### src/ptss_pkg.sv
// ----------------------------------------------------------------------------
// ptss_pkg: shared types, constants and microcode for the slot scheduler
// Holds the slot table sizing, the control word layout, the microprogram ROM
// and small helper functions used by the sequencer and the datapath.
// ----------------------------------------------------------------------------
package ptss_pkg;

  localparam int unsigned SLOTS    = 4;
  localparam int unsigned SlotW    = (SLOTS > 1) ? $clog2(SLOTS) : 1;
  localparam int unsigned CntW     = $clog2(SLOTS + 1);
  localparam int unsigned KindW    = 2;
  localparam int unsigned HandleW  = 16;
  localparam int unsigned PeriodW  = 16;
  localparam int unsigned ArgW     = 16;
  localparam int unsigned IdxW     = 3;
  localparam int unsigned FreeW    = 3;
  localparam int unsigned TickW    = 32;
  localparam int unsigned DivBits  = 4;
  localparam int unsigned DivSteps = TickW / DivBits;
  localparam int unsigned DivCntW  = (DivSteps > 1) ? $clog2(DivSteps) : 1;
  localparam int unsigned UpcW     = 4;

  typedef logic [SlotW-1:0]   slot_t;
  typedef logic [SLOTS-1:0]   mask_t;
  typedef logic [CntW-1:0]    cnt_t;
  typedef logic [HandleW-1:0] handle_t;
  typedef logic [PeriodW-1:0] interval_t;
  typedef logic [ArgW-1:0]    arg_t;
  typedef logic [IdxW-1:0]    idx_t;
  typedef logic [FreeW-1:0]   free_t;
  typedef logic [TickW-1:0]   tick_t;
  typedef logic [DivCntW-1:0] divcnt_t;
  typedef logic [UpcW-1:0]    upc_t;

  typedef enum logic [KindW-1:0] {
    KIND_TICK = 2'd0,
    KIND_ADD  = 2'd1,
    KIND_DEL  = 2'd2,
    KIND_NONE = 2'd3
  } kind_e;

  typedef enum logic [3:0] {
    OP_WAIT      = 4'd0,
    OP_TICK_INIT = 4'd1,
    OP_DIV_LOAD  = 4'd2,
    OP_DIV_STEP  = 4'd3,
    OP_RECORD    = 4'd4,
    OP_SEEK      = 4'd5,
    OP_EMIT_TICK = 4'd6,
    OP_ADD       = 4'd7,
    OP_DEL       = 4'd8,
    OP_NOP       = 4'd9
  } op_e;

  typedef enum logic [2:0] {
    J_NEXT       = 3'd0,
    J_DISPATCH   = 3'd1,
    J_DIV_BUSY   = 3'd2,
    J_MORE_SLOTS = 3'd3,
    J_EMIT_DONE  = 3'd4,
    J_GOTO       = 3'd5
  } jcond_e;

  typedef struct packed {
    op_e    op;
    jcond_e jcond;
    upc_t   target;
  } uword_t;

  typedef struct packed {
    logic  in_acc;
    kind_e kind;
    logic  div_busy;
    logic  more_slots;
    logic  emit_done;
  } status_t;

  localparam upc_t UPC_IDLE     = 4'd0;
  localparam upc_t UPC_TICK     = 4'd1;
  localparam upc_t UPC_DIV_LOAD = 4'd2;
  localparam upc_t UPC_DIV_STEP = 4'd3;
  localparam upc_t UPC_RECORD   = 4'd4;
  localparam upc_t UPC_SEEK     = 4'd5;
  localparam upc_t UPC_EMIT     = 4'd6;
  localparam upc_t UPC_ADD      = 4'd7;
  localparam upc_t UPC_DEL      = 4'd8;
  localparam upc_t UPC_NOP      = 4'd9;

  // Microprogram. A step either falls through, jumps to its target when its
  // condition holds, or (dispatch and emit steps) holds until it completes.
  function automatic uword_t ucode_rom(upc_t pc);
    uword_t w;
    w = '{op: OP_WAIT, jcond: J_GOTO, target: UPC_IDLE};
    unique case (pc)
      UPC_IDLE:     w = '{op: OP_WAIT,      jcond: J_DISPATCH,   target: UPC_IDLE};
      UPC_TICK:     w = '{op: OP_TICK_INIT, jcond: J_NEXT,       target: UPC_IDLE};
      UPC_DIV_LOAD: w = '{op: OP_DIV_LOAD,  jcond: J_NEXT,       target: UPC_IDLE};
      UPC_DIV_STEP: w = '{op: OP_DIV_STEP,  jcond: J_DIV_BUSY,   target: UPC_DIV_STEP};
      UPC_RECORD:   w = '{op: OP_RECORD,    jcond: J_MORE_SLOTS, target: UPC_DIV_LOAD};
      UPC_SEEK:     w = '{op: OP_SEEK,      jcond: J_NEXT,       target: UPC_IDLE};
      UPC_EMIT:     w = '{op: OP_EMIT_TICK, jcond: J_EMIT_DONE,  target: UPC_IDLE};
      UPC_ADD:      w = '{op: OP_ADD,       jcond: J_EMIT_DONE,  target: UPC_IDLE};
      UPC_DEL:      w = '{op: OP_DEL,       jcond: J_EMIT_DONE,  target: UPC_IDLE};
      UPC_NOP:      w = '{op: OP_NOP,       jcond: J_EMIT_DONE,  target: UPC_IDLE};
      default:      w = '{op: OP_WAIT,      jcond: J_GOTO,       target: UPC_IDLE};
    endcase
    return w;
  endfunction

  function automatic upc_t dispatch(kind_e k);
    upc_t pc;
    pc = UPC_NOP;
    unique case (k)
      KIND_TICK: pc = UPC_TICK;
      KIND_ADD:  pc = UPC_ADD;
      KIND_DEL:  pc = UPC_DEL;
      KIND_NONE: pc = UPC_NOP;
      default:   pc = UPC_NOP;
    endcase
    return pc;
  endfunction

  // Index of the lowest set bit, zero when the mask is empty.
  function automatic slot_t lowest_set(mask_t m);
    slot_t r;
    r = '0;
    for (int i = SLOTS - 1; i >= 0; i--) begin
      if (m[i]) r = slot_t'(i);
    end
    return r;
  endfunction

endpackage

### src/ptss_if.sv
// ----------------------------------------------------------------------------
// ptss_if: request and result channels of the slot scheduler
// Valid/ready channels; a transaction completes when both are high.
// ----------------------------------------------------------------------------
interface ptss_in_if;
  logic                   valid;
  logic                   ready;
  logic [1:0]             kind;
  logic [15:0]            task_handle;
  logic [15:0]            period;
  logic [15:0]            task_argument;

  modport source (output valid, kind, task_handle, period, task_argument, input ready);
  modport sink   (input valid, kind, task_handle, period, task_argument, output ready);
endinterface

interface ptss_out_if;
  logic                   valid;
  logic                   ready;
  logic                   fire;
  logic [15:0]            fired_handle;
  logic [15:0]            fired_argument;
  logic [2:0]             slot_index;
  logic [2:0]             free_slots;
  logic                   last;

  modport source (output valid, fire, fired_handle, fired_argument, slot_index, free_slots,
                  last, input ready);
  modport sink   (input valid, fire, fired_handle, fired_argument, slot_index, free_slots,
                  last, output ready);
endinterface

### src/ptss_seq.sv
// ----------------------------------------------------------------------------
// ptss_seq: microprogram sequencer
// Step counter over the control ROM with conditional jumps on datapath status.
// ----------------------------------------------------------------------------
module ptss_seq (
  input  logic              clk_i,
  input  logic              rst_ni,
  input  ptss_pkg::status_t st_i,
  output ptss_pkg::uword_t  uw_o
);

  ptss_pkg::upc_t   pc_q, pc_d;
  ptss_pkg::uword_t uw;

  assign uw   = ptss_pkg::ucode_rom(pc_q);
  assign uw_o = uw;

  always_comb begin
    unique case (uw.jcond)
      ptss_pkg::J_NEXT:       pc_d = pc_q + ptss_pkg::upc_t'(1);
      ptss_pkg::J_DISPATCH:   pc_d = st_i.in_acc ? ptss_pkg::dispatch(st_i.kind) : pc_q;
      ptss_pkg::J_DIV_BUSY:   pc_d = st_i.div_busy ? uw.target : pc_q + ptss_pkg::upc_t'(1);
      ptss_pkg::J_MORE_SLOTS: pc_d = st_i.more_slots ? uw.target : pc_q + ptss_pkg::upc_t'(1);
      ptss_pkg::J_EMIT_DONE:  pc_d = st_i.emit_done ? uw.target : pc_q;
      ptss_pkg::J_GOTO:       pc_d = uw.target;
      default:                pc_d = ptss_pkg::UPC_IDLE;
    endcase
  end

  always_ff @(posedge clk_i or negedge rst_ni) begin
    if (!rst_ni) begin
      pc_q <= ptss_pkg::UPC_IDLE;
    end else begin
      pc_q <= pc_d;
    end
  end

endmodule

### src/ptss_mod_unit.sv
// ----------------------------------------------------------------------------
// ptss_mod_unit: iterative remainder unit
// Restoring division of the tick count by a slot period, DivBits quotient bits
// per cycle; only the remainder is kept and reported as zero or not.
// ----------------------------------------------------------------------------
module ptss_mod_unit (
  input  logic                clk_i,
  input  logic                rst_ni,
  input  logic                start_i,
  input  ptss_pkg::tick_t     dividend_i,
  input  ptss_pkg::interval_t divisor_i,
  output logic                busy_o,
  output logic                rem_zero_o
);

  ptss_pkg::tick_t     dvd_q, dvd_d;
  ptss_pkg::interval_t rem_q, rem_d;
  ptss_pkg::interval_t dvs_q;
  ptss_pkg::divcnt_t   cnt_q;
  logic                busy_q;

  always_comb begin
    logic [ptss_pkg::PeriodW:0] t;
    rem_d = rem_q;
    dvd_d = dvd_q;
    t     = '0;
    for (int k = 0; k < ptss_pkg::DivBits; k++) begin
      t     = {rem_d, dvd_d[ptss_pkg::TickW-1]};
      dvd_d = {dvd_d[ptss_pkg::TickW-2:0], 1'b0};
      if (t >= {1'b0, dvs_q}) t = t - {1'b0, dvs_q};
      rem_d = t[ptss_pkg::PeriodW-1:0];
    end
  end

  always_ff @(posedge clk_i or negedge rst_ni) begin
    if (!rst_ni) begin
      busy_q <= 1'b0;
      cnt_q  <= '0;
    end else if (start_i) begin
      busy_q <= 1'b1;
      cnt_q  <= '0;
    end else if (busy_q) begin
      cnt_q <= cnt_q + ptss_pkg::divcnt_t'(1);
      if (cnt_q == ptss_pkg::divcnt_t'(ptss_pkg::DivSteps - 1)) busy_q <= 1'b0;
    end
  end

  always_ff @(posedge clk_i) begin
    if (start_i) begin
      dvd_q <= dividend_i;
      dvs_q <= divisor_i;
      rem_q <= '0;
    end else if (busy_q) begin
      dvd_q <= dvd_d;
      rem_q <= rem_d;
    end
  end

  assign busy_o     = busy_q;
  assign rem_zero_o = (rem_q == '0);

endmodule

### src/ptss_dpath.sv
// ----------------------------------------------------------------------------
// ptss_dpath: slot table, tick counter and result register
// Carries out the operation named by the current control word and reports
// the status bits on which the sequencer jumps.
// ----------------------------------------------------------------------------
module ptss_dpath (
  input  logic                clk_i,
  input  logic                rst_ni,
  input  ptss_pkg::uword_t    uw_i,
  output ptss_pkg::status_t   st_o,
  input  logic                in_valid_i,
  output logic                in_ready_o,
  input  logic [1:0]          in_kind_i,
  input  ptss_pkg::handle_t   in_handle_i,
  input  ptss_pkg::interval_t in_period_i,
  input  ptss_pkg::arg_t      in_arg_i,
  output logic                out_valid_o,
  input  logic                out_ready_i,
  output logic                out_fire_o,
  output ptss_pkg::handle_t   out_handle_o,
  output ptss_pkg::arg_t      out_arg_o,
  output ptss_pkg::idx_t      out_idx_o,
  output ptss_pkg::free_t     out_free_o,
  output logic                out_last_o,
  output logic                div_start_o,
  output ptss_pkg::tick_t     div_dividend_o,
  output ptss_pkg::interval_t div_divisor_o,
  input  logic                div_busy_i,
  input  logic                div_zero_i
);

  ptss_pkg::tick_t                            tick_q, tick_d;
  ptss_pkg::handle_t   [ptss_pkg::SLOTS-1:0]  hdl_q, hdl_d;
  ptss_pkg::interval_t [ptss_pkg::SLOTS-1:0]  per_q, per_d;
  ptss_pkg::arg_t      [ptss_pkg::SLOTS-1:0]  arg_q;
  ptss_pkg::cnt_t                             used_q, used_d;
  ptss_pkg::mask_t                            mask_q, mask_d, rest;
  ptss_pkg::slot_t                            ptr_q, ptr_d;
  ptss_pkg::handle_t                          req_hdl_q;
  ptss_pkg::interval_t                        req_per_q;
  ptss_pkg::arg_t                             req_arg_q;

  logic              in_ready, in_acc, out_free, more_slots;
  logic              free_found, match_found;
  ptss_pkg::slot_t   free_idx, match_idx;
  logic              arg_we;
  ptss_pkg::slot_t   arg_widx;

  logic              ov_q;
  logic              emit, e_fire, e_last;
  ptss_pkg::handle_t e_hdl;
  ptss_pkg::arg_t    e_arg;
  ptss_pkg::idx_t    e_idx;
  logic              emit_done;

  logic              o_fire_q, o_last_q;
  ptss_pkg::handle_t o_hdl_q;
  ptss_pkg::arg_t    o_arg_q;
  ptss_pkg::idx_t    o_idx_q;
  ptss_pkg::free_t   o_free_q;

  assign in_ready   = (uw_i.op == ptss_pkg::OP_WAIT);
  assign in_acc     = in_valid_i && in_ready;
  assign out_free   = !ov_q || out_ready_i;
  assign more_slots = (ptr_q != ptss_pkg::slot_t'(ptss_pkg::SLOTS - 1));
  assign rest       = mask_q & ~(ptss_pkg::mask_t'(1) << ptr_q);

  // First empty slot for an add and first matching slot for a delete.
  always_comb begin
    free_found  = 1'b0;
    free_idx    = '0;
    match_found = 1'b0;
    match_idx   = '0;
    for (int i = ptss_pkg::SLOTS - 1; i >= 0; i--) begin
      if (hdl_q[i] == '0) begin
        free_found = 1'b1;
        free_idx   = ptss_pkg::slot_t'(i);
      end
      if (hdl_q[i] == req_hdl_q) begin
        match_found = 1'b1;
        match_idx   = ptss_pkg::slot_t'(i);
      end
    end
  end

  always_comb begin
    tick_d    = tick_q;
    hdl_d     = hdl_q;
    per_d     = per_q;
    used_d    = used_q;
    mask_d    = mask_q;
    ptr_d     = ptr_q;
    arg_we    = 1'b0;
    arg_widx  = free_idx;
    emit      = 1'b0;
    e_fire    = 1'b0;
    e_hdl     = '0;
    e_arg     = '0;
    e_idx     = ptss_pkg::idx_t'(ptss_pkg::SLOTS);
    e_last    = 1'b1;
    emit_done = out_free;
    unique case (uw_i.op)
      ptss_pkg::OP_WAIT: begin
      end
      ptss_pkg::OP_TICK_INIT: begin
        tick_d = tick_q + ptss_pkg::tick_t'(1);
        ptr_d  = '0;
        mask_d = '0;
      end
      ptss_pkg::OP_DIV_LOAD: begin
      end
      ptss_pkg::OP_DIV_STEP: begin
      end
      ptss_pkg::OP_RECORD: begin
        mask_d[ptr_q] = (hdl_q[ptr_q] != '0) && (per_q[ptr_q] != '0) && div_zero_i;
        if (more_slots) ptr_d = ptr_q + ptss_pkg::slot_t'(1);
      end
      ptss_pkg::OP_SEEK: begin
        ptr_d = ptss_pkg::lowest_set(mask_q);
      end
      ptss_pkg::OP_EMIT_TICK: begin
        emit      = out_free;
        emit_done = out_free && ((mask_q == '0) || (rest == '0));
        if (mask_q != '0) begin
          e_fire = 1'b1;
          e_hdl  = hdl_q[ptr_q];
          e_arg  = arg_q[ptr_q];
          e_last = (rest == '0);
          if (out_free) begin
            mask_d = rest;
            ptr_d  = ptss_pkg::lowest_set(rest);
          end
        end
      end
      ptss_pkg::OP_ADD: begin
        emit = out_free;
        if (req_hdl_q != '0) begin
          e_fire = 1'b1;
          e_hdl  = req_hdl_q;
          e_arg  = req_arg_q;
          if (free_found) begin
            e_idx = ptss_pkg::idx_t'(free_idx);
            if (out_free) begin
              hdl_d[free_idx] = req_hdl_q;
              per_d[free_idx] = req_per_q;
              arg_we          = 1'b1;
              used_d          = used_q + ptss_pkg::cnt_t'(1);
            end
          end
        end
      end
      ptss_pkg::OP_DEL: begin
        emit = out_free;
        if ((req_hdl_q != '0) && match_found) begin
          e_idx = ptss_pkg::idx_t'(match_idx);
          if (out_free) begin
            hdl_d[match_idx] = '0;
            per_d[match_idx] = '0;
            used_d           = used_q - ptss_pkg::cnt_t'(1);
          end
        end
      end
      ptss_pkg::OP_NOP: begin
        emit = out_free;
      end
      default: begin
      end
    endcase
  end

  always_ff @(posedge clk_i or negedge rst_ni) begin
    if (!rst_ni) begin
      tick_q <= '0;
      hdl_q  <= '0;
      per_q  <= '0;
      used_q <= '0;
      mask_q <= '0;
      ptr_q  <= '0;
      ov_q   <= 1'b0;
    end else begin
      tick_q <= tick_d;
      hdl_q  <= hdl_d;
      per_q  <= per_d;
      used_q <= used_d;
      mask_q <= mask_d;
      ptr_q  <= ptr_d;
      if (emit) begin
        ov_q <= 1'b1;
      end else if (out_ready_i) begin
        ov_q <= 1'b0;
      end
    end
  end

  always_ff @(posedge clk_i) begin
    if (in_acc) begin
      req_hdl_q <= in_handle_i;
      req_per_q <= in_period_i;
      req_arg_q <= in_arg_i;
    end
    if (arg_we) arg_q[arg_widx] <= req_arg_q;
    if (emit) begin
      o_fire_q <= e_fire;
      o_hdl_q  <= e_hdl;
      o_arg_q  <= e_arg;
      o_idx_q  <= e_idx;
      o_free_q <= ptss_pkg::free_t'(ptss_pkg::SLOTS) - ptss_pkg::free_t'(used_d);
      o_last_q <= e_last;
    end
  end

  assign st_o = '{in_acc:     in_acc,
                  kind:       ptss_pkg::kind_e'(in_kind_i),
                  div_busy:   div_busy_i,
                  more_slots: more_slots,
                  emit_done:  emit_done};

  assign in_ready_o     = in_ready;
  assign out_valid_o    = ov_q;
  assign out_fire_o     = o_fire_q;
  assign out_handle_o   = o_hdl_q;
  assign out_arg_o      = o_arg_q;
  assign out_idx_o      = o_idx_q;
  assign out_free_o     = o_free_q;
  assign out_last_o     = o_last_q;
  assign div_start_o    = (uw_i.op == ptss_pkg::OP_DIV_LOAD);
  assign div_dividend_o = tick_q;
  assign div_divisor_o  = per_q[ptr_q];

endmodule

### src/periodic_task_slot_scheduler.sv
// ----------------------------------------------------------------------------
// periodic_task_slot_scheduler: four-slot periodic task table
// Top level joining the microprogram sequencer, datapath and remainder unit.
// ----------------------------------------------------------------------------
// Usage. Requests arrive on req_i (tick, add task, delete task) and results
// leave on res_o, both valid/ready channels; a transaction completes when
// valid and ready are high together. Each request yields one or more results;
// the final one carries last. A tick yields one result per firing slot in
// slot order, or a single non-firing result when none fires.
// An add, delete or unused request is handled by its own sequencer step after
// acceptance, which writes its result into the output register. A tick first
// advances the count, then for each slot loads the shared remainder unit, waits
// while the unit retires four dividend bits per cycle, and records whether the
// slot fires; then come a seek step and the emit step, which writes the first
// result. Further results follow one per cycle while the receiver takes them.
// Throughput is one request at a time; req_i.ready is high only while the
// sequencer waits for a new request, and it may be high while the last
// result of the previous request still sits in the output register.
// Reset (rst_ni low, asynchronous) empties all slots, clears the tick count
// and drops res_o.valid. If the receiver stalls, the held result stays
// unchanged and the sequencer waits at its emit step until it is taken.
// ----------------------------------------------------------------------------
module periodic_task_slot_scheduler (
  input  logic       clk_i,
  input  logic       rst_ni,
  ptss_in_if.sink    req_i,
  ptss_out_if.source res_o
);

  ptss_pkg::uword_t    uw;
  ptss_pkg::status_t   st;
  logic                div_start, div_busy, div_zero;
  ptss_pkg::tick_t     div_dividend;
  ptss_pkg::interval_t div_divisor;

  ptss_seq u_seq (
    .clk_i (clk_i),
    .rst_ni(rst_ni),
    .st_i  (st),
    .uw_o  (uw)
  );

  ptss_mod_unit u_mod (
    .clk_i     (clk_i),
    .rst_ni    (rst_ni),
    .start_i   (div_start),
    .dividend_i(div_dividend),
    .divisor_i (div_divisor),
    .busy_o    (div_busy),
    .rem_zero_o(div_zero)
  );

  ptss_dpath u_dpath (
    .clk_i         (clk_i),
    .rst_ni        (rst_ni),
    .uw_i          (uw),
    .st_o          (st),
    .in_valid_i    (req_i.valid),
    .in_ready_o    (req_i.ready),
    .in_kind_i     (req_i.kind),
    .in_handle_i   (req_i.task_handle),
    .in_period_i   (req_i.period),
    .in_arg_i      (req_i.task_argument),
    .out_valid_o   (res_o.valid),
    .out_ready_i   (res_o.ready),
    .out_fire_o    (res_o.fire),
    .out_handle_o  (res_o.fired_handle),
    .out_arg_o     (res_o.fired_argument),
    .out_idx_o     (res_o.slot_index),
    .out_free_o    (res_o.free_slots),
    .out_last_o    (res_o.last),
    .div_start_o   (div_start),
    .div_dividend_o(div_dividend),
    .div_divisor_o (div_divisor),
    .div_busy_i    (div_busy),
    .div_zero_i    (div_zero)
  );

endmodule

### src/flat_wrapper.sv
// flat-port wrapper written by rule: the top's interface ports become plain ports
module periodic_task_slot_scheduler_flat 
  (clk_i, rst_ni, req_i_valid, req_i_kind, req_i_task_handle, req_i_period, req_i_task_argument, req_i_ready, res_o_valid, res_o_fire, res_o_fired_handle, res_o_fired_argument, res_o_slot_index, res_o_free_slots, res_o_last, res_o_ready);
  ptss_in_if req_i_i ();
  ptss_out_if res_o_i ();
  input  logic clk_i;
  input  logic rst_ni;
  input wire logic [$bits(req_i_i.valid)-1:0] req_i_valid;
  input wire logic [$bits(req_i_i.kind)-1:0] req_i_kind;
  input wire logic [$bits(req_i_i.task_handle)-1:0] req_i_task_handle;
  input wire logic [$bits(req_i_i.period)-1:0] req_i_period;
  input wire logic [$bits(req_i_i.task_argument)-1:0] req_i_task_argument;
  output wire logic [$bits(req_i_i.ready)-1:0] req_i_ready;
  output wire logic [$bits(res_o_i.valid)-1:0] res_o_valid;
  output wire logic [$bits(res_o_i.fire)-1:0] res_o_fire;
  output wire logic [$bits(res_o_i.fired_handle)-1:0] res_o_fired_handle;
  output wire logic [$bits(res_o_i.fired_argument)-1:0] res_o_fired_argument;
  output wire logic [$bits(res_o_i.slot_index)-1:0] res_o_slot_index;
  output wire logic [$bits(res_o_i.free_slots)-1:0] res_o_free_slots;
  output wire logic [$bits(res_o_i.last)-1:0] res_o_last;
  input wire logic [$bits(res_o_i.ready)-1:0] res_o_ready;
  assign req_i_i.valid = req_i_valid;
  assign req_i_i.kind = req_i_kind;
  assign req_i_i.task_handle = req_i_task_handle;
  assign req_i_i.period = req_i_period;
  assign req_i_i.task_argument = req_i_task_argument;
  assign req_i_ready = req_i_i.ready;
  assign res_o_valid = res_o_i.valid;
  assign res_o_fire = res_o_i.fire;
  assign res_o_fired_handle = res_o_i.fired_handle;
  assign res_o_fired_argument = res_o_i.fired_argument;
  assign res_o_slot_index = res_o_i.slot_index;
  assign res_o_free_slots = res_o_i.free_slots;
  assign res_o_last = res_o_i.last;
  assign res_o_i.ready = res_o_ready;
  periodic_task_slot_scheduler u_core (.clk_i(clk_i), .rst_ni(rst_ni), .req_i(req_i_i), .res_o(res_o_i));
endmodule
### config.mk
export PLATFORM = sky130hd
export DESIGN_NAME = periodic_task_slot_scheduler_flat
export DESIGN_NICKNAME = d
export VERILOG_FILES = /design/src/ptss_pkg.sv /design/src/ptss_if.sv /design/src/ptss_seq.sv /design/src/ptss_mod_unit.sv /design/src/ptss_dpath.sv /design/src/periodic_task_slot_scheduler.sv /design/src/flat_wrapper.sv
export SDC_FILE = /design/constraint.sdc
export NUM_CORES = 1
export LEC_CHECK = 0
export ABC_AREA = 0
export CAP_MARGIN = 10
export CORE_UTILIZATION = 65
export CTS_CLUSTER_DIAMETER = 100
export DETAILED_ROUTE_END_ITERATION = 16
export DONT_BUFFER_PORTS = 1
export PLACE_DENSITY = 0.83
export SLEW_MARGIN = 20
export SYNTH_ARGS = -nofsm -noshare
export SYNTH_HDL_FRONTEND = slang
export SYNTH_HIERARCHICAL = 1
export SYNTH_SLANG_ARGS = --single-unit
### constraint.sdc
create_clock -name clk_i -period 18.7 [get_ports clk_i]
set_clock_uncertainty 0.15 [all_clocks]
set_input_delay 1.87 -clock clk_i [delete_from_list [all_inputs] [get_ports clk_i]]
set_output_delay 1.87 -clock clk_i [all_outputs]
set_load 0.02 [all_outputs]
# [Yosys cells after proc, flatten, opt, wreduce, memory -nomap -nowiden]
# Memory sizes are Yosys's and may differ from the RTL's.
# Index checks and enable logic that the tools add are counted.
[classes] n_addsub=11 magnitude_cmp=10 n_eq_ne=32 shift=1 mux=103 bitwise_logic=5 reduce_logical=36
[op_table] op="$mux W64" count=10
[op_table] op="$pmux W64 S2" count=2
[op_table] op="$mux W16" count=13
[op_table] op="$bwmux W64" count=3
[op_table] op="$and A64 B64 Y64" count=2
[op_table] op="$bmux W16 S2" count=3
[op_table] op="$logic_not A16 Y1" count=5
[op_table] op="$ge A17 B16 Y1" count=4
[op_table] op="$demux W16 S2" count=2
[op_table] op="$eq A16 B16 Y1" count=4
[op_table] op="$mux W32" count=2
[op_table] op="$not A64 Y64" count=1
[op_table] op="$pmux W16 S2" count=2
[op_table] op="$sub A16 B16 Y16" count=4
[op_table] op="$reduce_bool A16 Y1" count=3
[op_table] op="$mux W2" count=19
[op_table] op="$add A32 B1 Y32 const B" count=1
[op_table] op="$mux W3" count=10
[op_table] op="$mux W4" count=6
[op_table] op="$pmux W4 S6" count=1
[op_table] op="$mux W1" count=22
[op_table] op="$ne A2 B2 Y1 const B" count=11
[op_table] op="$eq A4 B3 Y1 const B" count=4
[op_table] op="$pmux W4 S4" count=1
[op_table] op="other kinds (38)" count=63
[totals] regBits=394 rom_bits=144 inputBits=54 out_inout_bits=42 elab_cells=231 memories=1
[mem_list] memory="(name not given)" words=16 width=9 read_ports=1 rd_clocked_by_memory_dff=0 wr=0 line_no="ptss_pkg.sv:94" rtl="unique case (pc)"

# [Logic depth before layout (Yosys ltp)]
# Gate-level depths: netlist (run 1).
[depth] depth_word=14 mapped_depth=49 ltp_nobuf=45

# [Modules after synthesis]
# Netlist (run 1), hierarchy kept.
[by_module_without_submodules] mod="ptss_dpath" instances=1 cells_each=955 area_each_um2=14013.4 seq_area_each_um2=8818.5
[by_module_without_submodules] mod="ptss_mod_unit" instances=1 cells_each=700 area_each_um2=6309.8 seq_area_each_um2=1861.8
[by_module_without_submodules] mod="ptss_seq" instances=1 cells_each=69 area_each_um2=621.8 seq_area_each_um2=100.1

# [Worst setup path before layout (run 1)]
# OpenSTA, ideal clock, no wires.
[synth_timing] path_type="flip-flop to flip-flop" start="register u_core.u_mod.dvs_q[14]" end="register u_core.u_mod.rem_q[4]" setup_ps=130 arrival_ps=9294 t_required_ps=18420 setup_slack_ps=9126 stages_incl_launch_ff=43 path_cell_list="edfxtp_1 inv_1 ha_1 a21o_1 a211o_1 a31o_1 o31ai_4 clkbuf_1 mux2_2 ha_1 o21a_1 o31a_1 o21ai_1 a21oi_1 a22oi_1 o211ai_4 clkbuf_1 o21ai_0 [7 not listed] nand2_1 nand3_2 buf_4 clkbuf_1 a21oi_1 ha_1 nor2b_1 o21ai_0 a21oi_1 o2111ai_1 nand4b_1 a21o_1 a21oi_1 nand2b_1 mux2_4 nand2_1 buf_4 o211ai_1"
[synth_via] elab_chain_len=8 word_cells_on_any_way=12
[synth_lines] item="from (decl)" line_no="ptss_mod_unit.sv:18" rtl="ptss_pkg::interval_t dvs_q;"
[synth_lines] item="from (signal assigned)" line_no="ptss_mod_unit.sv:51" rtl="dvs_q <= divisor_i;"
[synth_lines] item="$sub A16 B16 Y16 or $ge A17 B16 Y1 (tied branches)" line_no="ptss_mod_unit.sv:30" rtl="if (t >= {1'b0, dvs_q}) t = t - {1'b0, dvs_q};"
[synth_lines] item="$mux W16" line_no="ptss_mod_unit.sv:30"
[synth_lines] item="$sub A16 B16 Y16 or $ge A17 B16 Y1 (tied branches)" line_no="ptss_mod_unit.sv:30"
[synth_lines] item="$mux W16" line_no="ptss_mod_unit.sv:30"
[synth_lines] item="$ge A17 B16 Y1 or $sub A16 B16 Y16 (tied branches)" line_no="ptss_mod_unit.sv:30"
[synth_lines] item="$mux W16" line_no="ptss_mod_unit.sv:30"
[synth_lines] item="$sub A16 B16 Y16 or $ge A17 B16 Y1 (tied branches)" line_no="ptss_mod_unit.sv:30"
[synth_lines] item="$mux W16 (*)" line_no="ptss_mod_unit.sv:30"
[synth_lines] item="to (signal assigned)" line_no="ptss_mod_unit.sv:55" rtl="rem_q <= rem_d;"
[synth_lines] item="to (decl)" line_no="ptss_mod_unit.sv:17" rtl="ptss_pkg::interval_t rem_q, rem_d;"
# Every way passes the cells marked *; elsewhere a longest branch is shown, timed or not.
# A chain may end at the register's enable or synchronous reset.

# [Worst setup path after layout (run 1)]
[layout_timing] start="register u_core.u_mod.dvs_q[14]" end="register u_core.u_mod.rem_q[15]"
# The elaborated chain is that of the path after synthesis.

==> reports/metrics.cfg, run 1 <==
[outcome]
outcome=finished clean

[worst_setup_path]
r2r-end=u_core/u_mod/rem_q[15]
worstPathMaxFanout=32
timing.rr.start=u_core/u_mod/dvs_q[14]
reg2reg_depth=39
r2r_slack_ns=7.15
slowest_stage=o31ai_4
crit_end=u_core/u_mod/rem_q[15]
setup.worst_path.end_class=flop
cp.required_ns=18.96
critical_path_class=flop to flop
crit_start=u_core/u_mod/dvs_q[14]
crit_top_cell=a21oi_1
critPathLaunchType=flop
slowest_delay_ns=0.86
crit_arrival_ns=11.81

[routing]
wirelength_um=52300
final_antenna_net_count=0
drtPass1Iterations=5
vias_per_cell=6.97
drc=0
wl_per_cell_um=24.6
drt_iter0_markers=1743
vias=14800

[clocking]
cts_setup_buffers=0
cts_resized=0
ctsHtreeMaxLevel=2
numCtsBuffers=41
clk_latency_ns=0.57
cts_hold_buf=0
clock-sinks=394
cts-root-buf=clkbuf_16
cts_tree=yes
clk_path_buf_depth=3
clkSlewWorstSetupHoldPaths_ns=0.06

[placed_design]
pre_cts_slack_ns=7.35
gp_congestion=0.988
portBuffers=0
place_hpwl_um=33900
placed_cells=2047

[logic_synthesis]
netlist_area_mm2=0.0209
yosysWarnings=6
syn_nets=1854
synth_cells=1717
synth_area_per_cell_um2=12.2

[pwr]
power.density_mw_per_mm2=84.3
clkPwrFrac_pct=45.1
finalPower_mw=1.90
p_leak_nw=9.42
internal-power_mw=1.48
p_sw_uw=427
ir_worst_vdd_v=0.0000983
power_frac_comb_pct=5.2
sequentialPowerShare_pct=49.7
switching_share_pct=22.4

[sta]
hold_violations=0
setup_slack_ns=7.15
slew_viol_final=0
setup_tns_ns=0
setup_viol=0
slew_headroom_pct=21.6
worst_pin_slew_ns=1.17
timing.final.crit_share_pct=61.8
fin_crit_ns=11.55
maxClockFrequency_mhz=86.6
rsz0062_at_grt=false

[floorplan]
dieHeight_um=181
rows=65
start_util_pct=66.1
core-area_mm2=0.0316
fp.dieW_um=181
dieArea_mm2=0.0329
pin_count=96

[global_route]
grt_max_degree=179
grt_pass1_vias=14800
overflow=0
antenna_found_initial=0
grt_pass1_wl_um=82100
grtUsageTotal_pct=32.3

[finish]
n_antenna_cell=0
layoutNonFillerInstCount=2123
areaGrowthSynthToFinish_pct=8.07
fin_nets=1826
drive_above_1_share_pct=12.4

[min_path]
min_path_type=flop to flop

[flow_run]
drv_cap=0

[layout by cell type (no fill, tap or decap), drive strengths merged, types with 8 or more instances in the layout]
cell type / n
a21o: 22
a21oi: 60
a22o: 162
a22oi: 10
a31oi: 8
and2: 12
and3: 10
buf: 16
clkbuf: 50
clkinv: 13
dfrtp: 178
dfxtp: 16
edfxtp: 200
ha: 79
inv: 69
mux2: 39
mux2i: 13
mux4: 48
nand2: 106
nand2b: 22
nand3: 38
nand4: 23
nor2: 97
nor2b: 13
nor3: 25
nor4: 54
o211ai: 18
o21a: 11
o21ai: 57
o21bai: 8
xnor2: 52
xor2: 95
[state kept, by name, summed over array words and instances, names as in the netlist, 32 cells and up]
register / cells
u_core/u_dpath/per_q: 64
u_core/u_mod/dvd_q: 32
u_core/u_dpath/hdl_q: 64
u_core/u_dpath/div_dividend_o: 32
u_core/u_dpath/arg_q: 64
[stage by stage]
| stage | area (um2) | hold slack, ns | util [%] |
|---|---|---|---|
| finish | 22600 | 0.332 | 71.4 |
| global route | 22600 | 0.344 | 71.4 |
| CTS | 22600 | 0.334 | 71.4 |
| detailed placement | 21200 | 0.316 | 66.9 |
| global placement | 21200 | 0.305 | 66.9 |
| floorplan | 20900 | 0.286 | - |
[per-layer routing]
metal	wire, um	share of wire (%)	GRT usage [%]	vias to the layer above
li1	-	-	-	6461
met1	20700	40	43.4	7262
met2	25100	48	51.7	891
met3	4450	8.5	5.58	174
met4	2050	3.9	14.6	0
met5	0	0	0	-
[final cells by class]
| cell class | count | area [um2] |
|---|---|---|
| flip-flops and latches | 394 | 10800 |
| multi-input cells | 1169 | 9510 |
| fillers | 2078 | 9040 |
| clock buffers | 50 | 1080 |
| well taps | 402 | 503 |
| clock inverters | 25 | 333 |
| inverters | 67 | 251 |
| repair buffers | 16 | 128 |
[worst min-delay path by stage]
stage | start | to | depth (start not counted)
floorplan | u_core/u_dpath/div_dividend_o[31] | u_core/u_dpath/div_dividend_o[31] | 1
global placement | u_core/u_dpath/div_dividend_o[31] | u_core/u_dpath/div_dividend_o[31] | 1
detailed placement | u_core/u_dpath/div_dividend_o[31] | u_core/u_dpath/div_dividend_o[31] | 1
CTS | u_core/u_dpath/div_dividend_o[22] | u_core/u_dpath/div_dividend_o[22] | 1
global route | u_core/u_dpath/div_dividend_o[22] | u_core/u_dpath/div_dividend_o[22] | 1
finish | u_core/u_dpath/div_dividend_o[22] | u_core/u_dpath/div_dividend_o[22] | 1
[worst max-delay path: cells and delay by family, from the launching register on]
| family | cells | cell delay (ns) |
|---|---|---|
| buffers and inverters | 2 | 0.27 |
| adders and majority gates | 4 | 1.27 |
| DFF | 1 | 0.35 |
| and+or+nand+nor | 10 | 1.99 |
| AOI/OAI and AO/OA | 21 | 6.56 |
| muxes | 2 | 0.78 |
[power groups by stage]
stage | Clock (mW) | Combinational [mW] | Sequential, mW
after floorplan | 0 | 0.0815 | 0.953
after global placement | 0 | 0.0937 | 0.962
after detailed placement | 0 | 0.0955 | 0.963
after CTS | 0.867 | 0.0975 | 0.946
after global routing | 0.900 | 0.107 | 0.947
final | 0.859 | 0.0982 | 0.947
Power figures use the tool's default switching activity.
==> run 2, diff against run 1 <==
Settings changed: CORE_UTILIZATION 65 to 58, PLACE_DENSITY 0.83 to 0.78.
Clock period 18.7 ns to 9.38 ns, I/O delays scaled along.
==> reports/metrics.cfg, run 2 (synthesized netlist as in run 1, its figures left out) <==
[outcome]
outcome=finished clean

[pwr]
p_sw_uw=836
switching_share_pct=22.3
clkPwrFrac_pct=43.7
internal-power_mw=2.92
power_frac_comb_pct=6.0
p_leak_nw=9.77
power.density_mw_per_mm2=161
ir_worst_vdd_v=0.000263
sequentialPowerShare_pct=50.3

[placed_design]
portBuffers=0
place_hpwl_um=36900
pre_cts_slack_ns=-0.0826
gp_congestion=1.01

[clocking]
numCtsBuffers=41
clock-sinks=394
clk_path_buf_depth=3
clkSlewWorstSetupHoldPaths_ns=0.06
ctsHtreeMaxLevel=2
cts-root-buf=clkbuf_16
cts_tree=yes
clk_latency_ns=0.54

[floorplan]
core-area_mm2=0.0355
rows=69
pin_count=96
start_util_pct=58.9
fp.dieW_um=192
dieHeight_um=192
dieArea_mm2=0.0368

[finish]
final_util_pct=65.6
n_antenna_cell=0
fin_nets=1892
areaGrowthSynthToFinish_pct=11.3
drive_above_1_share_pct=17.0
final_cell_mix=edfxtp_1, dfrtp_1, a22o_1, nand2_1, xor2_1
final_common_cell=edfxtp_1
reg_top3=u_core/u_dpath/arg_q: 64 flops, u_core/u_dpath/hdl_q: 64 flops, u_core/u_dpath/per_q: 64 flops

[routing]
wl_per_cell_um=23.9
met2WireLength_um=25200
wirelength_um=53700
final_antenna_net_count=0
drc=0
met1_length_um=23000
vias_per_cell=6.61
drt_iter0_markers=1420
routed-wl-met3_um=3940
vias=14900
drtPass1Iterations=7
top_layer=met5

[worst_setup_path]
slowest_delay_ns=0.41
crit_top_cell=a21o_1
slowest_stage=mux2_2
reg2reg_depth=39
critPathLaunchType=flop
cp.required_ns=9.61
critical_path_class=flop to flop
crit_arrival_ns=9.16
setup.worst_path.end_class=flop
worstPathMaxFanout=10

[flow_run]
drv_cap=0

[sta]
worst_pin_slew_ns=1.13
slew_viol_final=0
setup_viol=0
slew_headroom_pct=24.4
maxClockFrequency_mhz=112
hold_violations=0
setup_tns_ns=0
timing.final.crit_share_pct=95.3
fin_hold_ws_ns=0.170
fin_crit_ns=8.94
setup_slack_ns=0.445

[min_path]
min_path_type=input pin to async pin

[global_route]
grt_pass1_wl_um=82700
grt_pass1_vias=14700
antenna_found_initial=2
grtUsageTotal_pct=29.4
grt_max_degree=179
overflow=0

==> run 2: cell types whose count changed in the layout (fill, tap and decap cells not counted), sizes merged <==
cell	delta
bufinv	-2
clkbuf	+4
clkinvlp	+1
inv	+1
clkinv	-4
buf	+66
==> run 2: worst paths after layout <==
check	end	slack (ns)	start
min	u_core/u_dpath/hdl_q[5]	0.17	rst_ni
min in group clk_i	u_core/u_dpath/used_q[2]	0.32	u_core/u_dpath/used_q[2]
max in group asynchronous	u_core/u_dpath/div_dividend_o[31]	8.00	rst_ni
max	u_core/u_mod/rem_q[1]	0.44	u_core/u_mod/dvs_q[14]
max reg2reg	u_core/u_mod/rem_q[1]	0.44	u_core/u_mod/dvs_q[14]
min reg2reg	u_core/u_dpath/used_q[2]	0.32	u_core/u_dpath/used_q[2]
==> run 2: worst max-delay path: cells and delay by family (launching register included) <==
family | cells | cell delay [ns]
adder cells (fa/ha/maj) | 4 | 1.30
buffers and inverters | 3 | 0.53
multiplexers | 2 | 0.72
AO/OA/AOI/OAI | 22 | 4.86
flip-flops | 1 | 0.38
AND/OR/NAND/NOR | 8 | 0.83
==> run 2: area by class of cell <==
class / instances / area, um2
clock buffers: 54 / 1120
clock inverters: 21 / 245
fillers: 2589 / 12200
inverters: 67 / 251
multi-input cells: 1169 / 9650
flip-flops and latches: 394 / 10800
well taps: 461 / 577
repair buffers: 82 / 648
==> run 2: timing repair <==
item / CTS / global route
hold endpoints to repair: 178 / 0
cloned: 0 / 0
endpoints found under the setup margin: 14 / 16
resized for setup: 3 / 28
hold buffers: 1 / 0
setup buffers: 0 / 7
pin swaps: 0 / 4
==> run 2: per-stage QoR <==
stage / std cells / instance area, um2 / power, mW
6_report: 2248 / 23300 / 3.75
5_1_grt: 2248 / 23300 / 3.87
4_1_cts: 2241 / 23100 / 3.77
3_5_place_dp: 2165 / 21700 / 2.12
3_3_place_gp: 2165 / 21700 / 2.12
2_1_floorplan: 1717 / 20900 / 2.06
==> run 2: metal layers <==
layer,track usage [%],vias to the layer above
li1,-,6581
met1,41.5,7448
met2,46.8,711
met3,4.57,122
met4,9.22,2
met5,0,-
==> run 2: power groups by stage <==
stage               sequential, mW  combinational [mW]  clock [mW]
floorplan                     1.90               0.162           0
global placement              1.92               0.200           0
detailed placement            1.92               0.204           0
CTS                           1.89               0.223        1.66
global route                  1.89               0.245        1.73
finish                        1.89               0.225        1.64
